===== config.mk =====
export PLATFORM = sky130hd
export DESIGN_NAME = pipeline_raw_hazard_scoreboard_top
export DESIGN_NICKNAME = d
export VERILOG_FILES = /design/src/rtl/prhs_pkg.sv /design/src/rtl/prhs_ctrl.sv /design/src/rtl/prhs_datapath.sv /design/src/rtl/pipeline_raw_hazard_scoreboard_top.sv
export SDC_FILE = /design/constraint.sdc
export NUM_CORES = 1
export LEC_CHECK = 0
export ABC_AREA = 1
export BUFFER_PORTS_ARGS = -buffer_cell sky130_fd_sc_hd__buf_4
export CAP_MARGIN = 20
export CORE_MARGIN = 3
export CORE_UTILIZATION = 34
export CTS_BUF_LIST = sky130_fd_sc_hd__clkbuf_2 sky130_fd_sc_hd__clkbuf_4 sky130_fd_sc_hd__clkbuf_8
export CTS_CLUSTER_DIAMETER = 200
export DETAILED_ROUTE_END_ITERATION = 7
export PLACE_DENSITY = 0.59
export SYNTH_ARGS = -nofsm -noshare
export SYNTH_HDL_FRONTEND = slang
export SYNTH_HIERARCHICAL = 1
export SYNTH_SLANG_ARGS = --single-unit

===== constraint.sdc =====
create_clock -name clk_i -period 16.65 [get_ports clk_i]
set_input_delay 0.8325 -clock clk_i [delete_from_list [all_inputs] [get_ports clk_i]]
set_output_delay 0.8325 -clock clk_i [all_outputs]
set_load 0.1 [all_outputs]

===== src/rtl/prhs_pkg.sv =====
// shared types and constants for the raw hazard scoreboard
// no dependencies; imported by every module of the block
package prhs_pkg;

  localparam int NUM_STAGES    = 8;
  localparam int STAGE_W       = 3;
  localparam int REG_W         = 5;
  localparam int OP_W          = 3;
  localparam int REP_W         = 4;
  localparam int OUT_W         = 32;
  localparam int MAX_REPEAT    = 15;
  localparam int COUNTER_WIDTH = 32;

  // stage numbers
  localparam logic [STAGE_W-1:0] ST_IF1  = 3'd0;
  localparam logic [STAGE_W-1:0] ST_ID   = 3'd2;
  localparam logic [STAGE_W-1:0] ST_EXE1 = 3'd3;
  localparam logic [STAGE_W-1:0] ST_MEM2 = 3'd6;
  localparam logic [STAGE_W-1:0] ST_WB   = 3'd7;

  // operation codes
  localparam logic [OP_W-1:0] OP_CLOCK = 3'd0;
  localparam logic [OP_W-1:0] OP_SRC   = 3'd1;
  localparam logic [OP_W-1:0] OP_DEST  = 3'd2;
  localparam logic [OP_W-1:0] OP_FLUSH = 3'd3;
  localparam logic [OP_W-1:0] OP_STALL = 3'd4;

  // controller to datapath
  typedef struct packed {
    logic load;   // capture the input beat
    logic eval;   // decode and do the non-repeated part
    logic step;   // one repeated advance
    logic emit;   // snapshot the result into the output register
  } prhs_cmd_t;

  // datapath to controller
  typedef struct packed {
    logic rep_zero;
  } prhs_status_t;

endpackage


===== src/rtl/prhs_ctrl.sv =====
// sequencer of the raw hazard scoreboard: handshakes and command generation
// depends on prhs_pkg
module prhs_ctrl
  import prhs_pkg::*;
(
  input  logic         clk_i,
  input  logic         rst_ni,
  input  logic         s_valid_i,
  output logic         s_ready_o,
  output logic         m_valid_o,
  input  logic         m_ready_i,
  input  prhs_status_t status_i,
  output prhs_cmd_t    cmd_o
);

  localparam logic [1:0] S_IDLE = 2'd0;
  localparam logic [1:0] S_EVAL = 2'd1;
  localparam logic [1:0] S_STEP = 2'd2;
  localparam logic [1:0] S_EMIT = 2'd3;

  logic [1:0] state_q, state_d;
  logic       m_valid_q, m_valid_d;
  logic       out_free;

  assign out_free  = !m_valid_q || m_ready_i;
  assign s_ready_o = (state_q == S_IDLE);
  assign m_valid_o = m_valid_q;

  always_comb begin
    state_d   = state_q;
    m_valid_d = m_valid_q && !m_ready_i;
    cmd_o     = '0;
    unique case (state_q)
      S_IDLE: begin
        if (s_valid_i) begin
          cmd_o.load = 1'b1;
          state_d    = S_EVAL;
        end
      end
      S_EVAL: begin
        cmd_o.eval = 1'b1;
        state_d    = S_STEP;
      end
      S_STEP: begin
        if (status_i.rep_zero) begin
          state_d = S_EMIT;
        end else begin
          cmd_o.step = 1'b1;
        end
      end
      S_EMIT: begin
        if (out_free) begin
          cmd_o.emit = 1'b1;
          m_valid_d  = 1'b1;
          state_d    = S_IDLE;
        end
      end
      default: begin
        state_d = S_IDLE;
      end
    endcase
  end

  always_ff @(posedge clk_i or negedge rst_ni) begin
    if (!rst_ni) begin
      state_q   <= S_IDLE;
      m_valid_q <= 1'b0;
    end else begin
      state_q   <= state_d;
      m_valid_q <= m_valid_d;
    end
  end

endmodule


===== src/rtl/prhs_datapath.sv =====
// stage slots, event counters and result register of the raw hazard scoreboard
// depends on prhs_pkg; driven by prhs_ctrl commands
module prhs_datapath
  import prhs_pkg::*;
#(
  parameter int CntW = COUNTER_WIDTH
) (
  input  logic               clk_i,
  input  logic               rst_ni,
  input  prhs_cmd_t          cmd_i,
  input  logic [OP_W-1:0]    operation_i,
  input  logic [REG_W-1:0]   reg_index_i,
  input  logic [STAGE_W-1:0] stage_i,
  input  logic [REP_W-1:0]   repeat_count_i,
  output prhs_status_t       status_o,
  output logic [OUT_W-1:0]   cycle_count_o,
  output logic [OUT_W-1:0]   flush_count_o,
  output logic [OUT_W-1:0]   bubble_count_o,
  output logic [OUT_W-1:0]   stall_count_o,
  output logic [OUT_W-1:0]   hazard_total_o,
  output logic               hazard_found_o,
  output logic [STAGE_W-1:0] hazard_stage_o,
  output logic [STAGE_W-1:0] bubbles_added_o
);

  // captured beat
  logic [OP_W-1:0]    op_q;
  logic [REG_W-1:0]   reg_q;
  logic [STAGE_W-1:0] stg_q;
  logic [REP_W-1:0]   rep_q;

  // stage slots
  logic [NUM_STAGES-1:0] valid_q, valid_d;
  logic [REG_W-1:0]      dreg_q [NUM_STAGES];
  logic [REG_W-1:0]      dreg_d [NUM_STAGES];
  logic [STAGE_W-1:0]    rdy_q  [NUM_STAGES];
  logic [STAGE_W-1:0]    rdy_d  [NUM_STAGES];

  // counters
  logic [CntW-1:0] cycles_q, flushes_q, bubbles_q, stalls_q, hazards_q;

  // repeat control
  logic [REP_W-1:0]   rep_cnt_q, rep_cnt_d;
  logic [STAGE_W-1:0] from_q, from_d;
  logic [REP_W-1:0]   rep_sat;

  // per-item result
  logic               found_q, found_d;
  logic [STAGE_W-1:0] where_q, where_d;
  logic [STAGE_W-1:0] added_q, added_d;

  // hazard search
  logic [NUM_STAGES-1:0] hit;
  logic [4:0]            diff [NUM_STAGES];
  logic                  any_hit;
  logic [STAGE_W-1:0]    sel;
  logic [STAGE_W-1:0]    sel_bub;

  logic               adv_en;
  logic [STAGE_W-1:0] adv_from;

  assign rep_sat = (int'(rep_q) > MAX_REPEAT) ? REP_W'(MAX_REPEAT) : rep_q;

  // lanes EXE1..MEM2 each compare and work out their bubble need, lowest stage wins
  always_comb begin
    hit     = '0;
    sel     = '0;
    sel_bub = '0;
    for (int i = 0; i < NUM_STAGES; i++) begin
      diff[i] = 5'(rdy_q[i]) + 5'd2 - 5'(i) - 5'(stg_q);
      if (i >= int'(ST_EXE1) && i <= int'(ST_MEM2)) begin
        hit[i] = valid_q[i] && (dreg_q[i] == reg_q) && (reg_q != '0);
      end
    end
    for (int i = NUM_STAGES - 1; i >= 0; i--) begin
      if (hit[i]) begin
        sel     = STAGE_W'(i);
        sel_bub = (!diff[i][4] && diff[i] != '0) ? diff[i][STAGE_W-1:0] : '0;
      end
    end
  end

  assign any_hit = |hit;

  assign adv_en   = (cmd_i.eval && op_q == OP_CLOCK) || cmd_i.step;
  assign adv_from = cmd_i.step ? from_q : stg_q;

  // slot shift from adv_from toward wb, empty slot left behind
  always_comb begin
    valid_d = valid_q;
    dreg_d  = dreg_q;
    rdy_d   = rdy_q;
    if (adv_en) begin
      for (int i = 1; i < NUM_STAGES; i++) begin
        if (i > int'(adv_from)) begin
          valid_d[i] = valid_q[i-1];
          dreg_d[i]  = dreg_q[i-1];
          rdy_d[i]   = rdy_q[i-1];
        end
      end
      for (int i = 0; i < NUM_STAGES; i++) begin
        if (i == int'(adv_from)) begin
          valid_d[i] = 1'b0;
          dreg_d[i]  = '0;
          rdy_d[i]   = '0;
        end
      end
    end
    if (cmd_i.eval && op_q == OP_DEST) begin
      valid_d[ST_ID] = 1'b1;
      dreg_d[ST_ID]  = reg_q;
      rdy_d[ST_ID]   = stg_q;
    end
  end

  // decode of the repeated part
  always_comb begin
    rep_cnt_d = rep_cnt_q;
    from_d    = from_q;
    found_d   = found_q;
    where_d   = where_q;
    added_d   = added_q;
    if (cmd_i.eval) begin
      found_d   = 1'b0;
      where_d   = '0;
      added_d   = '0;
      rep_cnt_d = '0;
      case (op_q)
        OP_SRC: begin
          from_d = ST_EXE1;
          if (any_hit) begin
            found_d   = 1'b1;
            where_d   = sel;
            added_d   = sel_bub;
            rep_cnt_d = REP_W'(sel_bub);
          end
        end
        OP_FLUSH: begin
          from_d    = ST_IF1;
          rep_cnt_d = rep_sat;
        end
        OP_STALL: begin
          from_d    = ST_WB;
          rep_cnt_d = rep_sat;
        end
        default: begin
          from_d = from_q;
        end
      endcase
    end else if (cmd_i.step) begin
      rep_cnt_d = rep_cnt_q - REP_W'(1);
    end
  end

  always_ff @(posedge clk_i) begin
    if (cmd_i.load) begin
      op_q  <= operation_i;
      reg_q <= reg_index_i;
      stg_q <= stage_i;
      rep_q <= repeat_count_i;
    end
    dreg_q  <= dreg_d;
    rdy_q   <= rdy_d;
    from_q  <= from_d;
    found_q <= found_d;
    where_q <= where_d;
    added_q <= added_d;
  end

  always_ff @(posedge clk_i or negedge rst_ni) begin
    if (!rst_ni) begin
      valid_q   <= '0;
      rep_cnt_q <= '0;
      cycles_q  <= CntW'(NUM_STAGES - 1);
      flushes_q <= '0;
      bubbles_q <= '0;
      stalls_q  <= '0;
      hazards_q <= '0;
    end else begin
      valid_q   <= valid_d;
      rep_cnt_q <= rep_cnt_d;
      if (adv_en) begin
        cycles_q <= cycles_q + CntW'(1);
      end
      if (cmd_i.eval && op_q == OP_SRC && any_hit) begin
        hazards_q <= hazards_q + CntW'(1);
      end
      if (cmd_i.step) begin
        case (op_q)
          OP_SRC:   bubbles_q <= bubbles_q + CntW'(1);
          OP_FLUSH: flushes_q <= flushes_q + CntW'(1);
          OP_STALL: stalls_q  <= stalls_q + CntW'(1);
          default:  stalls_q  <= stalls_q;
        endcase
      end
    end
  end

  // result register, held until the next emit
  always_ff @(posedge clk_i) begin
    if (cmd_i.emit) begin
      cycle_count_o   <= OUT_W'(cycles_q);
      flush_count_o   <= OUT_W'(flushes_q);
      bubble_count_o  <= OUT_W'(bubbles_q);
      stall_count_o   <= OUT_W'(stalls_q);
      hazard_total_o  <= OUT_W'(hazards_q);
      hazard_found_o  <= found_q;
      hazard_stage_o  <= where_q;
      bubbles_added_o <= added_q;
    end
  end

  assign status_o.rep_zero = (rep_cnt_q == '0);

  a_step_nonzero : assert property (@(posedge clk_i) disable iff (!rst_ni)
    cmd_i.step |-> rep_cnt_q != '0)
    else $error("repeat step issued with nothing left to do");

  a_step_count : assert property (@(posedge clk_i) disable iff (!rst_ni)
    cmd_i.step |=> rep_cnt_q == $past(rep_cnt_q) - REP_W'(1))
    else $error("repeat counter did not drop by one");

  a_step_cycle : assert property (@(posedge clk_i) disable iff (!rst_ni)
    cmd_i.step |=> cycles_q == $past(cycles_q) + CntW'(1))
    else $error("cycle counter missed an advance");

  a_bubble_len : assert property (@(posedge clk_i) disable iff (!rst_ni)
    (cmd_i.eval && op_q == OP_SRC) |=> (added_q <= 3'd6) && (rep_cnt_q == REP_W'(added_q)))
    else $error("bubble run does not match reported bubbles");

endmodule


===== src/rtl/pipeline_raw_hazard_scoreboard_top.sv =====
// top level of the raw hazard scoreboard: stream ports, controller and datapath
// depends on prhs_pkg, prhs_ctrl and prhs_datapath
//
// Scoreboard for read-after-write hazards in an eight-stage pipeline (IF1, IF2, ID,
// EXE1, EXE2, MEM1, MEM2, WB). Every input beat is one operation: clock (advance the
// slots from a given stage toward WB and leave an empty slot there), source use
// (search EXE1..MEM2 for the first pending write to the same register, count the
// hazard and insert bubbles), destination (record a write in ID), flush (repeat
// clocks from IF1) or stall (repeat clocks at WB). Each beat returns exactly one
// result beat with the wrapping event counters and the hazard outcome of a source
// use. After the input beat is accepted, the controller passes through an evaluate
// state, N repeat steps and an emit state that loads the result register, and only
// then takes the next input beat, where N is the saturated repeat count for flush
// and stall, the bubble count (0 to 6) for a source use, and 0 otherwise; each repeat
// step moves the slot array by one stage shift. Items are handled one at a time; a
// finished result waits in the output register while the next item is taken and
// worked on, and that item holds in emit until the waiting result beat has been taken.
module pipeline_raw_hazard_scoreboard_top
  import prhs_pkg::*;
#(
  parameter int CntW = COUNTER_WIDTH
) (
  input  logic         clk_i,
  input  logic         rst_ni,
  // input beat, tdata from bit 0: operation[2:0], reg_index[7:3], stage[10:8],
  // repeat_count[14:11], zero[15]
  input  logic         s_axis_tvalid,
  output logic         s_axis_tready,
  input  logic [15:0]  s_axis_tdata,
  // result beat, tdata from bit 0: cycle_count[31:0], flush_count[63:32],
  // bubble_count[95:64], stall_count[127:96], hazard_total[159:128],
  // hazard_found[160], hazard_stage[163:161], bubbles_added[166:164], zero[167]
  output logic         m_axis_tvalid,
  input  logic         m_axis_tready,
  output logic [167:0] m_axis_tdata
);

  prhs_cmd_t    cmd;
  prhs_status_t status;

  // unpacked result fields
  logic [OUT_W-1:0]   cycle_count;
  logic [OUT_W-1:0]   flush_count;
  logic [OUT_W-1:0]   bubble_count;
  logic [OUT_W-1:0]   stall_count;
  logic [OUT_W-1:0]   hazard_total;
  logic               hazard_found;
  logic [STAGE_W-1:0] hazard_stage;
  logic [STAGE_W-1:0] bubbles_added;

  // sequencing and handshakes
  prhs_ctrl u_ctrl (
    .clk_i     (clk_i),
    .rst_ni    (rst_ni),
    .s_valid_i (s_axis_tvalid),
    .s_ready_o (s_axis_tready),
    .m_valid_o (m_axis_tvalid),
    .m_ready_i (m_axis_tready),
    .status_i  (status),
    .cmd_o     (cmd)
  );

  // slots, counters and result register
  prhs_datapath #(
    .CntW (CntW)
  ) u_datapath (
    .clk_i           (clk_i),
    .rst_ni          (rst_ni),
    .cmd_i           (cmd),
    .operation_i     (s_axis_tdata[2:0]),
    .reg_index_i     (s_axis_tdata[7:3]),
    .stage_i         (s_axis_tdata[10:8]),
    .repeat_count_i  (s_axis_tdata[14:11]),
    .status_o        (status),
    .cycle_count_o   (cycle_count),
    .flush_count_o   (flush_count),
    .bubble_count_o  (bubble_count),
    .stall_count_o   (stall_count),
    .hazard_total_o  (hazard_total),
    .hazard_found_o  (hazard_found),
    .hazard_stage_o  (hazard_stage),
    .bubbles_added_o (bubbles_added)
  );

  // pack the result beat, lowest field first, padded to whole bytes
  assign m_axis_tdata = {1'b0, bubbles_added, hazard_stage, hazard_found, hazard_total,
                         stall_count, bubble_count, flush_count, cycle_count};

endmodule

==> results of run 1 <==
-- through the flow --
step	power, W	util	instances
after floorplan	0.002115	-	1570
after global placement	0.002290	0.3908	2424
after detailed placement	0.002307	0.3910	2425
after CTS	0.003258	0.4201	2553
after global routing	0.003385	0.4201	2553
final	0.003203	0.4201	2553
-- power by group --
| group | switching, W | leakage [nW] | total [W] | internal (W) |
|---|---|---|---|---|
| sequential | 0.0000818 | 4.71 | 0.00134 | 0.00126 |
| clock | 0.000392 | 0.773 | 0.000927 | 0.000535 |
| combinational | 0.000745 | 4.07 | 0.000933 | 0.000188 |
| total | 0.00122 | 9.55 | 0.00320 | 0.00198 |
-- layer usage --
layer	global-route usage	vias to the layer above	wire length (µm)
li1	-	5671	-
met1	0.1884	5428	17150
met2	0.2202	279	16980
met3	0.03695	55	2374
met4	0.05235	0	729
met5	0	-	0
-- synthesized netlist by cell type (4+ instances only) --
cell and number:
sky130_fd_sc_hd__nor3_1 43, sky130_fd_sc_hd__a21oi_1 18, sky130_fd_sc_hd__edfxtp_1 231, sky130_fd_sc_hd__nor2_4 15, sky130_fd_sc_hd__inv_2 7, sky130_fd_sc_hd__nand3_2 5
sky130_fd_sc_hd__nor4_1 15, sky130_fd_sc_hd__o21ai_0 25, sky130_fd_sc_hd__dfrtp_1 169, sky130_fd_sc_hd__nand2_2 15, sky130_fd_sc_hd__nor2_2 11, sky130_fd_sc_hd__fa_1 5
sky130_fd_sc_hd__nand2_1 315, sky130_fd_sc_hd__nand2_4 4, sky130_fd_sc_hd__ha_1 26, sky130_fd_sc_hd__nor2_1 159, sky130_fd_sc_hd__inv_1 208, sky130_fd_sc_hd__xnor2_1 58
sky130_fd_sc_hd__nand4_1 40, sky130_fd_sc_hd__nand3_1 57, sky130_fd_sc_hd__nor3_2 8, sky130_fd_sc_hd__xor2_1 93
-- worst max-delay path, delay by kind of cell (launching register included) --
kind	cells	cell delay (ns)
simple gates	6	1.34
buf+inv	5	0.65
fa+ha+maj	1	0.59
flops	1	0.41
-- layout make-up --
class,instances,area (µm²),area share
Tap cell,672,840.8,0.03957
Timing Repair Buffer,191,1450,0.06824
Sequential cell,403,11240,0.5292
Inverter,217,819.5,0.03857
Multi-Input combinational cell,942,5421,0.2551
Clock inverter,29,216.5,0.01019
Clock buffer,99,1256,0.05912
-- how the worst min path moves through the flow --
stage	cells after the start	slack (ns)	to
global route	1	0.15	u_datapath/bubbles_q[20]$_DFFE_PN0P_
CTS	1	0.10	u_datapath/bubbles_q[24]$_DFFE_PN0P_
finish	1	0.15	u_datapath/bubbles_q[20]$_DFFE_PN0P_
global placement	0	0.44	u_datapath/stall_count_o[13]$_DFFE_PP_
detailed placement	0	0.41	u_datapath/hazard_stage_o[2]$_DFFE_PP_
floorplan	0	0.40	u_datapath/bubbles_added_o[0]$_DFFE_PP_
-- cell families (layout without fill, tap and decap cells) --
group | after synthesis | after routing | synth area share
buffers and inverters | 225 | 536 | 0.05010
AND/OR/NAND/NOR | 709 | 709 | 0.1933
other | 1 | 1 | 0.0002139
multiplexers | 1 | 1 | 0.0006422
AO/OA/AOI/OAI | 49 | 49 | 0.01470
XOR/XNOR | 151 | 151 | 0.07543
flip-flops | 403 | 403 | 0.6413
adder cells (fa/ha/maj) | 31 | 31 | 0.02426
==> summary by stage, run 1 <==
Timing
The worst pin sits at a relative slew slack of 0.3411. Hold timing on the final database bottoms out at a slack of 0.1502 ns. The worst path setup slack after routing is 13.27 ns. The final count of negative-setup-slack endpoints is 0. For the finished layout, the period the worst path requires is 3.377 ns.

The actual slew at the worst max-slew pin is 0.9808 ns. Derived from the worst setup path, the maximum achievable clock frequency is 296.1 MHz. The number of slew-limit violations in the final report is 0. The final cycle utilization of the critical path is 0.2029. Setup repair after global routing left no endpoint under its margin. Clock skew on the completed layout was measured at 0.03270 ns. The final hold violation count was 0. The setup TNS after final layout is 0 ns.

Setup path
Traced cell by cell, the critical path runs through inv_1, ha_1, inv_4, nor2_2, nand2_1, nand2_4, inv_1, nor2_2, inv_1, nor2_1, inv_1, nand2_1. The required time of the critical path is 16.90 ns. For this design, the slowest cell found on the critical path is sky130_fd_sc_hd__ha_1. The kind of end point of the critical path is a flip-flop. The arrival time of data at the critical path endpoint is 3.63 ns. Across all register-to-register paths, the minimum setup slack is 13.27 ns. Following the worst setup path forward leads to its endpoint at u_datapath/dreg_q[25]$_DFFE_PP_.

In this run the worst path has a maximum fanout of 17. The worst setup path is of the flip-flop to flip-flop kind. The number of cells on the worst reg-to-reg path is 12. The most critical setup path has its startpoint at u_ctrl/state_q[1]$_DFFE_PN0P_. In this run the critical register-to-register path is launched from u_ctrl/state_q[1]$_DFFE_PN0P_. The most numerous cell type found on the critical path is sky130_fd_sc_hd__inv_1. The worst setup path is launched from a flip-flop. The largest single stage delay on the critical path is 0.59 ns. The worst register-to-register path ends at u_datapath/dreg_q[25]$_DFFE_PP_.

Status
The run finished with clean final reports.

Placement
The weighted congestion at the end of routability-driven global placement is 0.8420. The half-perimeter wire length after detailed placement is 26690 µm. The pre-CTS setup slack is 13.18 ns.

Summing all placed instances gives a cell area of 0.01978 mm². Port buffering added 187 buffers.

Finish
The area overhead of the layout relative to synthesis is 21.19%. For this run, the post-layout net count is 1877. The number of antenna diodes in the final layout is 0. Leaving out fill and tap cells, the most frequent cell in the layout is sky130_fd_sc_hd__nand2_1. The number of fill cells is 4837. In the final layout, the share of cells above drive strength 1 is 0.2084. In the layout the commonest cells are sky130_fd_sc_hd__nand2_1 (315), sky130_fd_sc_hd__edfxtp_1 (231), sky130_fd_sc_hd__inv_1 (208).

The finished cells cover 0.02125 mm².

Clocking
The deepest clock path buffer count is 3. Clock-pin slew was measured on the worst setup and hold paths at 0.06 ns. The H-tree was split into 3 levels. The number of sinks on the clock net is 403. The TritonCTS buffer count is 71. The number of gates resized after CTS was 0. The clock latency reported for the late side of the worst-skew pair is 0.62 ns. In this run the clock root is driven by a sky130_fd_sc_hd__clkbuf_8. After clock tree synthesis, the flow added hold-fix buffers numbering 0. The TritonCTS clock tree is built. After clock tree synthesis, the setup repair step added 0 buffers.

Synthesis
Synthesis inferred 403 register bits. The share of synthesized area in the top cell type comes to 0.3956. Synthesis instantiated 48 different standard cells from the library. For this run, the leading register cell type out of synthesis is sky130_fd_sc_hd__edfxtp_1. For this run, the number of Yosys warnings is 6.

The number of flops mapped to enable cells by yosys is 231. The number of nets in the synthesized netlist is 1621. The area of the mapped netlist is 0.01753 mm². The async set or reset register ratio after synthesis is 0.4268. Summed over all instances, the cell type with the most area after synthesis is sky130_fd_sc_hd__edfxtp_1. Of the synthesized area, sequential elements account for 0.6413. In the synthesized netlist, the number of instances is 1570. The synthesized area divided by synthesized cell count is 11.17 µm².

By area the synthesized netlist is led by sky130_fd_sc_hd__edfxtp_1 (40%), sky130_fd_sc_hd__dfrtp_1 (24%), sky130_fd_sc_hd__nand2_1 (6.7%), sky130_fd_sc_hd__xor2_1 (4.6%), sky130_fd_sc_hd__inv_1 (4.5%).

Global route
The number of antenna violations at the first check in global routing is 0. The number of global-route vias before repair is 11330. Across every metal layer, demand over resource in global routing totals 0.1407. The first global-routing pass estimated 60140 µm of wire. The total global routing overflow is 0. Entering global routing, the biggest net connects 161 pins.

Route
Detailed routing inserted a total of 11430 vias. The first routing iteration left 807 violations. The total iterations of the first detailed-routing run is 5. The routed wirelength normalized by instance count is 14.59 µm. The number of remaining DRC errors is 0. The detail route stage leaves a number of antenna-violating nets equal to 0. The detail-routed via count per cell is 4.478. The detailed-route wire length is 37240 µm.

Flow run
The tool flagged a number of max-cap violations equal to 0.

Power and ir drop
The power per unit of standard cell area is 150.8 mW/mm². Across the VDD grid, the largest voltage drop is 288.7 µV. The standby leakage power is 9.548 nW.

Die
The die covers 0.05433 mm². The total area inside the core boundary comes to 0.05058 mm². The number of top-level pins is 190.

The height of the chip is 233.1 µm. For this configuration, the core starts out at a cell density of 0.3466. The floorplan has 82 rows. Measured along the x axis, the die boundary spans 233.1 µm.

Worst hold path
The min-delay analysis places its worst path in the category input pin to async pin.
Power figures use the tool's default switching activity.
==> run 2: changes to the inputs <==
==> constraint.sdc (replaced) <==
create_clock -name clk_i -period 3.31 [get_ports clk_i]
set_input_delay 0.1655 -clock clk_i [delete_from_list [all_inputs] [get_ports clk_i]]
set_output_delay 0.1655 -clock clk_i [all_outputs]
set_load 0.1 [all_outputs]
==> summary by stage, run 2 (synthesis results as in run 1) <==
Flow run
Max-cap violations in this run came to 0.

Timing
At the pin with the least slew margin, the transition time is 0.9638 ns. The final cycle utilization of the critical path is 0.8242. Hold timing on the final database bottoms out at a slack of 0.1580 ns.

The worst path in the final design needs a cycle of 2.728 ns, including I/O delays and setup. The final hold violation count came to 0. Static timing analysis puts the maximum clock frequency at 366.6 MHz.

Setup violations remaining at the end of the flow were counted as 0. Headroom to the max-slew limit came out at 0.3551. The number of slew-limit violations in the final report came to 0. Between clock sinks in the finished design, the worst skew comes to 0.04287 ns. Setup repair after global routing left no endpoint under its margin.

Global route
The total global routing overflow is 0. The number of global-route vias before repair is 11580. The total global-route track usage is 0.1438.

The global-route wire length before repair is 61500 µm. Entering global routing, the biggest net connects 70 pins. The number of antenna violations at the first check in global routing is 0.

Clocking
The root buffer cell chosen for the clock tree is sky130_fd_sc_hd__clkbuf_8. The clock latency reported for the late side of the worst-skew pair is 0.64 ns. The deepest clock path buffer count is 3.

The cts-stage hold buffer count is 18. For this design, the sink count on the clock tree is 403. After clock tree synthesis, the setup repair step added 0 buffers. After clock tree synthesis, the repair step resized 0 gates. The depth of the CTS H-tree is 3. The clock transition at the registers of the reported paths is 0.06 ns.

The TritonCTS buffer count is 70. TritonCTS built the clock tree.

Die
In this run the count of I/O pins placed on the die edge is 190. The count of standard-cell rows is 82. The height of the chip is 233.1 µm. The die covers 0.05433 mm². The placeable core area is 0.05058 mm². The initial cell density of the core is 0.3466.

The die extent in x is 233.1 µm.

Status
The flow ran to the end, and the final reports show no timing, DRC or antenna violations.

Setup path
The largest incremental delay on the critical path is 0.74 ns. STA classifies the critical path startpoint as a flip-flop. The number of buffers and inverters on the critical path is 5. The dominant delay contributor by cell family on the critical path is simple AND/OR/NAND/NOR gates. The critical path is of the flip-flop to flip-flop type. The critical-path maximum fanout is 10. The worst setup path is captured at a flip-flop.

The number of cells on the critical path is 13. Traced cell by cell, the critical path runs through inv_1, ha_1, nand2_1, nor2_1, inv_1, nand2_2, inv_1, inv_4, nor2_1, a21oi_1, inv_1, nor2_1, nor2_1. The arrival time of data at the critical path endpoint is 2.95 ns. The required time of the critical path is 3.54 ns. The count of cells along the worst register-to-register path is 13. The master of the slowest instance on the critical path is sky130_fd_sc_hd__nor2_1.

Route
The number of violations reported at the end of detailed-routing iteration 0 is 743. The routed wirelength normalized by instance count is 14.85 µm. For this block, the via count after detailed routing is 11600. The total iterations of the first detailed-routing run is 4. Wires add up to 38380 µm. In this run the remaining antenna-violating nets after routing total 0. After detailed routing, the number of vias per cell comes to 4.489.

The number of remaining DRC errors is 0.

Finish
Compared with the post-synthesis result, the final layout area differs by 23.04%. The utilization after layout is 0.4265. The number of non-filler instances in the completed layout is 2584. The number of nets in the layout is 1905. In the layout the commonest cells are sky130_fd_sc_hd__nand2_1 (315), sky130_fd_sc_hd__edfxtp_1 (231), sky130_fd_sc_hd__inv_1 (208).

The share of final-layout standard cells stronger than drive strength 1 is 0.2160. The most common cell after layout, fill and taps aside is sky130_fd_sc_hd__nand2_1. 0 antenna diodes ended up in the layout. The number of fill cells is 4797.

Power and ir drop
In this run the static leakage power is 9.715 nW. The power per unit of standard cell area is 757.2 mW/mm². Across the VDD grid, the largest voltage drop is 508.7 µV.

Placement
The half-perimeter wire length after detailed placement is 27600 µm. The number of buffers added on ports is 187. After detailed placement, the design holds a cell count of 2436. At the end of routability-driven placement, the weighted congestion stood at 0.8646.

Worst hold path
The type of the most critical hold path is input pin to async pin.
## run 2: report_power, final
part           total, W  internal, W  switching [W]
registers       0.00678      0.00634       0.000438
clock network   0.00473      0.00270        0.00203
logic           0.00483      0.00105        0.00378
total            0.0163       0.0101        0.00625
## run 2: final cells by class
type / instances / area [µm²] / share of cell area
Inverter: 217 / 819.5 / 0.03799
Multi-Input combinational cell: 942 / 5421 / 0.2513
Tap cell: 672 / 840.8 / 0.03897
Sequential cell: 403 / 11250 / 0.5214
Timing Repair Buffer: 220 / 1750 / 0.08114
Clock inverter: 25 / 241.5 / 0.01119
Clock buffer: 105 / 1251 / 0.05800
## run 2: layer usage
layer,share of wire,global-route usage
met5,0,0
met4,0.019,0.05081
met3,0.058,0.03439
met2,0.45,0.2180
met1,0.48,0.2019
## run 2: path summary, 6_finish.rpt
check	startpoint	end	slack (ns)
setup / recovery	u_datapath/rep_cnt_q[0]$_DFFE_PN0P_	u_datapath/dreg_q[14]$_SDFFCE_PP0P_	0.58
hold / removal	rst_ni	u_datapath/bubbles_q[24]$_DFFE_PN0P_	0.16
setup reg to reg	u_datapath/rep_cnt_q[0]$_DFFE_PN0P_	u_datapath/dreg_q[14]$_SDFFCE_PP0P_	0.58
hold reg to reg	u_datapath/added_q[2]$_SDFFCE_PN0P_	u_datapath/bubbles_added_o[2]$_DFFE_PP_	0.44
max in group asynchronous	rst_ni	u_datapath/flushes_q[16]$_DFFE_PN0P_	2.23
min in group clk_i	s_axis_tdata[14]	u_datapath/rep_q[3]$_DFFE_PP_	0.26
## run 2: metrics by stage
step                      area [µm²]  power [W]  setup WS [ns]  TNS, ns
after floorplan                17550    0.01049        -0.6198  -103.50
after global placement         19900    0.01164         0.5523        0
after CTS                      21570    0.01661         0.5258        0
after detailed placement       19900    0.01173         0.5564        0
after global routing           21570    0.01725         0.2632        0
final                          21570    0.01634         0.5819        0
